[src/hdl/fpss_pkg.sv]
package fpss_pkg;

  // Default sizes, overridable on the top level
  localparam int SAMPLE_WIDTH_DEF   = 16;
  localparam int COEF_WIDTH_DEF     = 24;
  localparam int COEF_FRAC_BITS_DEF = 20;

  // Internal state word, fixed by the filter's number format
  localparam int STATE_BITS = 48;

  // Number of cells in the state chain (second-order section)
  localparam int NUM_STATES = 2;

  // Configuration register file
  localparam int NUM_REGS  = 5;
  localparam int REG_IDX_W = 3;

  typedef enum logic [REG_IDX_W-1:0] {
    REG_FEED   = 3'd0,
    REG_S1_IN  = 3'd1,
    REG_S2_IN  = 3'd2,
    REG_FB1    = 3'd3,
    REG_FB2    = 3'd4
  } reg_idx_e;

  // Per-cycle control broadcast to every cell
  typedef struct packed {
    logic step;   // a sample transfer happens this cycle
    logic clear;  // zero the state
  } cell_ctl_t;

endpackage

[src/hdl/fpss_out_stage.sv]
module fpss_out_stage import fpss_pkg::*; #(
  parameter int SAMPLE_WIDTH   = SAMPLE_WIDTH_DEF,
  parameter int COEF_WIDTH     = COEF_WIDTH_DEF,
  parameter int COEF_FRAC_BITS = COEF_FRAC_BITS_DEF
) (
  input  logic                           clk_i,
  input  logic                           rst_ni,
  input  logic                           step_i,
  input  logic signed [SAMPLE_WIDTH-1:0] e_i,
  input  logic signed [STATE_BITS-1:0]   s1_i,
  input  logic signed [COEF_WIDTH-1:0]   coef_i,
  input  logic                           ready_i,
  output logic                           valid_o,
  output logic signed [SAMPLE_WIDTH-1:0] drive_o,
  output logic                           sat_o
);

  localparam int PEW = COEF_WIDTH + SAMPLE_WIDTH;
  localparam int UW  = ((STATE_BITS > PEW) ? STATE_BITS : PEW) + 1;
  localparam int RW  = UW + 1 - COEF_FRAC_BITS;
  localparam int YW  = (RW > SAMPLE_WIDTH) ? RW : SAMPLE_WIDTH;

  localparam logic signed [UW:0]   HALF  = (UW + 1)'(1) << (COEF_FRAC_BITS - 1);
  localparam logic signed [YW-1:0] Y_MAX = YW'({1'b0, {(SAMPLE_WIDTH-1){1'b1}}});
  localparam logic signed [YW-1:0] Y_MIN = -Y_MAX - YW'(1);

  logic signed [PEW-1:0]          feed;
  logic signed [UW:0]             u_r;
  logic signed [YW-1:0]           y_full;
  logic signed [SAMPLE_WIDTH-1:0] y_sat;
  logic                           clip;

  logic                           valid_q, valid_d;
  logic signed [SAMPLE_WIDTH-1:0] drive_q;
  logic                           sat_q;

  assign feed   = PEW'(coef_i) * PEW'(e_i);
  assign u_r    = (UW + 1)'(s1_i) + (UW + 1)'(feed) + HALF;
  assign y_full = YW'($signed(u_r[UW:COEF_FRAC_BITS]));

  always_comb begin
    clip = 1'b1;
    if (y_full > Y_MAX) begin
      y_sat = SAMPLE_WIDTH'(Y_MAX);
    end else if (y_full < Y_MIN) begin
      y_sat = SAMPLE_WIDTH'(Y_MIN);
    end else begin
      y_sat = y_full[SAMPLE_WIDTH-1:0];
      clip  = 1'b0;
    end
  end

  always_comb begin
    priority if (step_i) begin
      valid_d = 1'b1;
    end else if (ready_i) begin
      valid_d = 1'b0;
    end else begin
      valid_d = valid_q;
    end
  end

  always_ff @(posedge clk_i or negedge rst_ni) begin
    if (!rst_ni) begin
      valid_q <= 1'b0;
    end else begin
      valid_q <= valid_d;
    end
  end

  // Payload loads only on a sample transfer
  always_ff @(posedge clk_i) begin
    if (step_i) begin
      drive_q <= y_sat;
      sat_q   <= clip;
    end
  end

  assign valid_o = valid_q;
  assign drive_o = drive_q;
  assign sat_o   = sat_q;

endmodule

[config.mk]
export PLATFORM = sky130hd
export DESIGN_NAME = fpss_out_stage
export DESIGN_NICKNAME = d
export VERILOG_FILES = /design/src/hdl/fpss_pkg.sv /design/src/hdl/fpss_out_stage.sv
export SDC_FILE = /design/constraint.sdc
export NUM_CORES = 1
export LEC_CHECK = 0
export ABC_CLOCK_PERIOD_IN_PS = 800
export BUFFER_PORTS_ARGS = -buffer_cell sky130_fd_sc_hd__buf_2
export CORE_MARGIN = 3
export CORE_UTILIZATION = 26
export DETAILED_ROUTE_END_ITERATION = 8
export SYNTH_ARGS = -nofsm -noshare
export SYNTH_HDL_FRONTEND = slang
export SYNTH_SLANG_ARGS = --single-unit
export TNS_END_PERCENT = 5
[constraint.sdc]
create_clock -name clk_i -period 0.8 [get_ports clk_i]
set_input_delay 0.04 -clock clk_i [delete_from_list [all_inputs] [get_ports clk_i]]
set_output_delay 0.04 -clock clk_i [all_outputs]
set_load 0.02 [all_outputs]
==> flow_metrics.env <==
export IMPL_diodes=0
export IMPL_cp_required_ns=0.78
export IMPL_routabilityCongestion=0.8700
export IMPL_finClkSkew_ns=0
export IMPL_fmax_ghz=0.1469
export IMPL_die_area_um2=72860
export IMPL_ys_seq_area_share_pct=2.957
export IMPL_ant_nets=0
export IMPL_cts_root_buf="clkbuf_16"
export IMPL_vias=14520
export IMPL_hold_violations=0
export IMPL_highest_layer="met5"
export IMPL_wl_met3_um=2530
export IMPL_fin_crit_ns=6.805
export IMPL_cts_buffer_depth=2
export IMPL_drv_slew=0
export IMPL_n_fill_cell=7166
export IMPL_drc_errors=0
export IMPL_viasPerCell=4.401
export IMPL_grt_max_degree=23
export IMPL_tns_ns=-101.53
export IMPL_first_pass_iters=5
export IMPL_yosys_cell_types_count=69
export IMPL_critPathSlowestCell="fa_2"
export IMPL_drt_wl_total_um=51110
export IMPL_synth_enable_flop_cells=17
export IMPL_wl_met1_um=22910
export IMPL_crit_family="adder cells"
export IMPL_grt_ovfl_total=0
export IMPL_worstReg2RegEnd="valid_o"
export IMPL_ys_ff_latch=18
export IMPL_worst_slack_ns=-6.005
export IMPL_synth_avg_cell_area_um2=8.966
export IMPL_cts_sinks=18
export IMPL_cp_arrival_ns=6.78
export IMPL_antenna_found_initial=2
export IMPL_synthFlopType="edfxtp_1"
export IMPL_port_buffers=109
export IMPL_syn_inst=2020
export IMPL_reg2reg_from="valid_o"
export IMPL_placed_area_um2=22170
export IMPL_hp_start="ready_i"
export IMPL_dp_slack_ns=-7.100
export IMPL_min_path_type="in2reg"
export IMPL_cp_end_kind="flop"
export IMPL_stdcell_area_um2=23010
export IMPL_synthArstFlopShare_pct=5.556
export IMPL_htreeDepth=1
export IMPL_critPathLaunchType="primary input"
export IMPL_drt_iter0_drc=769
export IMPL_layout_nets=3049
export IMPL_grt_first_pass_wirelength_um=84980
export IMPL_insertion_delay_ns=0.25
export IMPL_syn_num_nets=2700
export IMPL_hpwl_um=44860
export IMPL_cts_tree="done"
export IMPL_die_h_um=269.9
export IMPL_area_growth_pct=27.03
export IMPL_maxCapViolations=0
export IMPL_tightest_slew_ns=0.4716
export IMPL_cts_clk_slew_worst_paths_ns=0.05
export IMPL_start_util_pct=26.31
export IMPL_min_to="valid_o"
export IMPL_synth_warnings=0
export IMPL_core_um2=68830
export IMPL_fp_row_count=96
export IMPL_violations="setup timing"
export IMPL_cp_max_fo=14
export IMPL_criticalPathCategory="in2reg"
export IMPL_drive_gt1_share_pct=23.56
export IMPL_grt_pass1_vias=15980
export IMPL_crit_buf_inv=9
export IMPL_groute_usage_overall_pct=14.43
export IMPL_syn_cell_area_um2=18110
export IMPL_cts_buffers=3
export IMPL_reg2regPathDepth=1
export IMPL_status="finished with violations"
export IMPL_reg2reg_setup_slack_ns=0.15
export IMPL_grt_setup_unrepaired="yes"
export IMPL_setup_viol=35
export IMPL_whs_path_depth=3
export IMPL_avgRoutedWirePerCell_um=15.49
export IMPL_slew_headroom_pct=68.37
export IMPL_fin_crit_sh_pct=850.7
export IMPL_wl_met2_um=24830
export IMPL_io_pins=110
export IMPL_die_x_um=269.9
export IMPL_max_stage_delay_ns=0.68
[metal layers]
metal,up-vias,global-route usage [%]
met1,7360,19.79
li1,6788,-
met3,52,1.386
met5,-,0
met4,2,2.141
met2,318,25.20
[Yosys cell counts (3+ instances only)]
library cell  instances  area (um^2)
nand2_1             282         1059
or4_1                 9        67.56
o22ai_1               3        18.77
and4_1                8        70.07
nand4_1              27        168.9
fa_1                457         9149
nand2b_1              5        31.28
a211oi_1              7        52.55
o21ai_1               9        45.04
nand3b_1              3        22.52
a211o_1               3        26.28
xnor2_1              17        148.9
and3_1                7        43.79
nor2_1               47        176.4
a21oi_1              48        240.2
clkbuf_1             76        285.3
o211ai_1             13        97.59
a31oi_1               7        43.79
o21ai_0              28        140.1
inv_1               523         1963
xor2_1                9        78.83
a21o_1                6        45.04
o211ai_2             10        125.1
o21a_1                5        37.54
mux2i_1               3        30.03
buf_2                 3        15.01
or3_1                 8        50.05
ha_1                131         1639
nor3_1               10        50.05
nand3_1              37        185.2
edfxtp_1             17        510.5
and2_1              147        919.6
o31ai_1               3        22.52
nor4_1                5        31.28
[cells in the final DEF (no fill, tap or decap), types with 6 or more instances in the layout]
cell type and instances:
a21o_1 6, a21oi_2 8, fa_1 441, inv_1 511
xor2_1 9, xnor2_1 16, nand2_1 278, a21oi_1 40
a211oi_1 6, nor3_1 8, buf_12 23, o211ai_2 10
nand3_1 35, inv_2 11, buf_2 83, nand4_1 27
ha_1 107, o211ai_1 13, o21ai_1 7, or4_1 6
fa_2 16, edfxtp_1 17, o21ai_0 26, buf_6 14
buf_4 297, nor2_1 46, ha_4 20, and2_1 143
[flip-flops by register name, summed over array words and instances, names as in the netlist]
register	cells
valid_o	1
sat_o	1
drive_o	16
[stage by stage]
stage	hold slack, ns	cells	utilization [%]
2_1_floorplan	-0.2556	2020	-
3_3_place_gp	-0.1850	3280	32.21
3_5_place_dp	-0.1845	3280	32.21
4_1_cts	0.04854	3291	32.95
5_1_grt	0.05205	3299	33.43
6_report	0.05255	3299	33.43
[cell type report]
class                   instances  area, um^2  share of cell area (%)
multi-input cells            1397       15900                   69.09
repair buffers                426        3366                   14.63
inverters                     523        1966                   8.544
well taps                     931        1165                   5.063
flip-flops and latches         18       535.5                   2.328
clock buffers                   3       75.07                  0.3263
clock inverters                 1       3.754                 0.01632
[how the worst max path moves through the flow]
stage                    start    endpoint  slack, ns  cells after the start
floorplan           coef_i[23]       sat_o      -5.71                     23
global placement        e_i[2]  drive_o[8]      -7.07                     25
detailed placement      e_i[2]  drive_o[8]      -7.10                     25
CTS                     e_i[5]  drive_o[8]      -6.00                     25
global route            e_i[5]  drive_o[4]      -6.21                     26
finish                  e_i[5]  drive_o[8]      -6.01                     26
[cell families (layout without fill, tap and decap cells)]
| kind of cell | Yosys count | count (layout) | share of synthesized area, % |
|---|---|---|---|
| buffers and inverters | 605 | 953 | 12.66 |
| xor gates and xnor gates | 26 | 26 | 1.257 |
| adders and majority gates | 588 | 588 | 59.56 |
| and+or+nand+nor | 607 | 607 | 16.45 |
| DFF | 18 | 18 | 2.957 |
| AOI/OAI and AO/OA | 172 | 172 | 6.881 |
| muxes | 4 | 4 | 0.2280 |
[what timing repair did]
item                                   CTS  global route
buffers inserted                         6             7
gates cloned                             0             1
hold buffers                             1             0
setup endpoints to repair               35            35
endpoints found under the hold margin    1             0
pin swaps                               20            36
resized for setup                       71            60
Power is left out: the tool's default activity adds up to more than one toggle a clock period on the data nets, which glitch-free logic cannot reach.
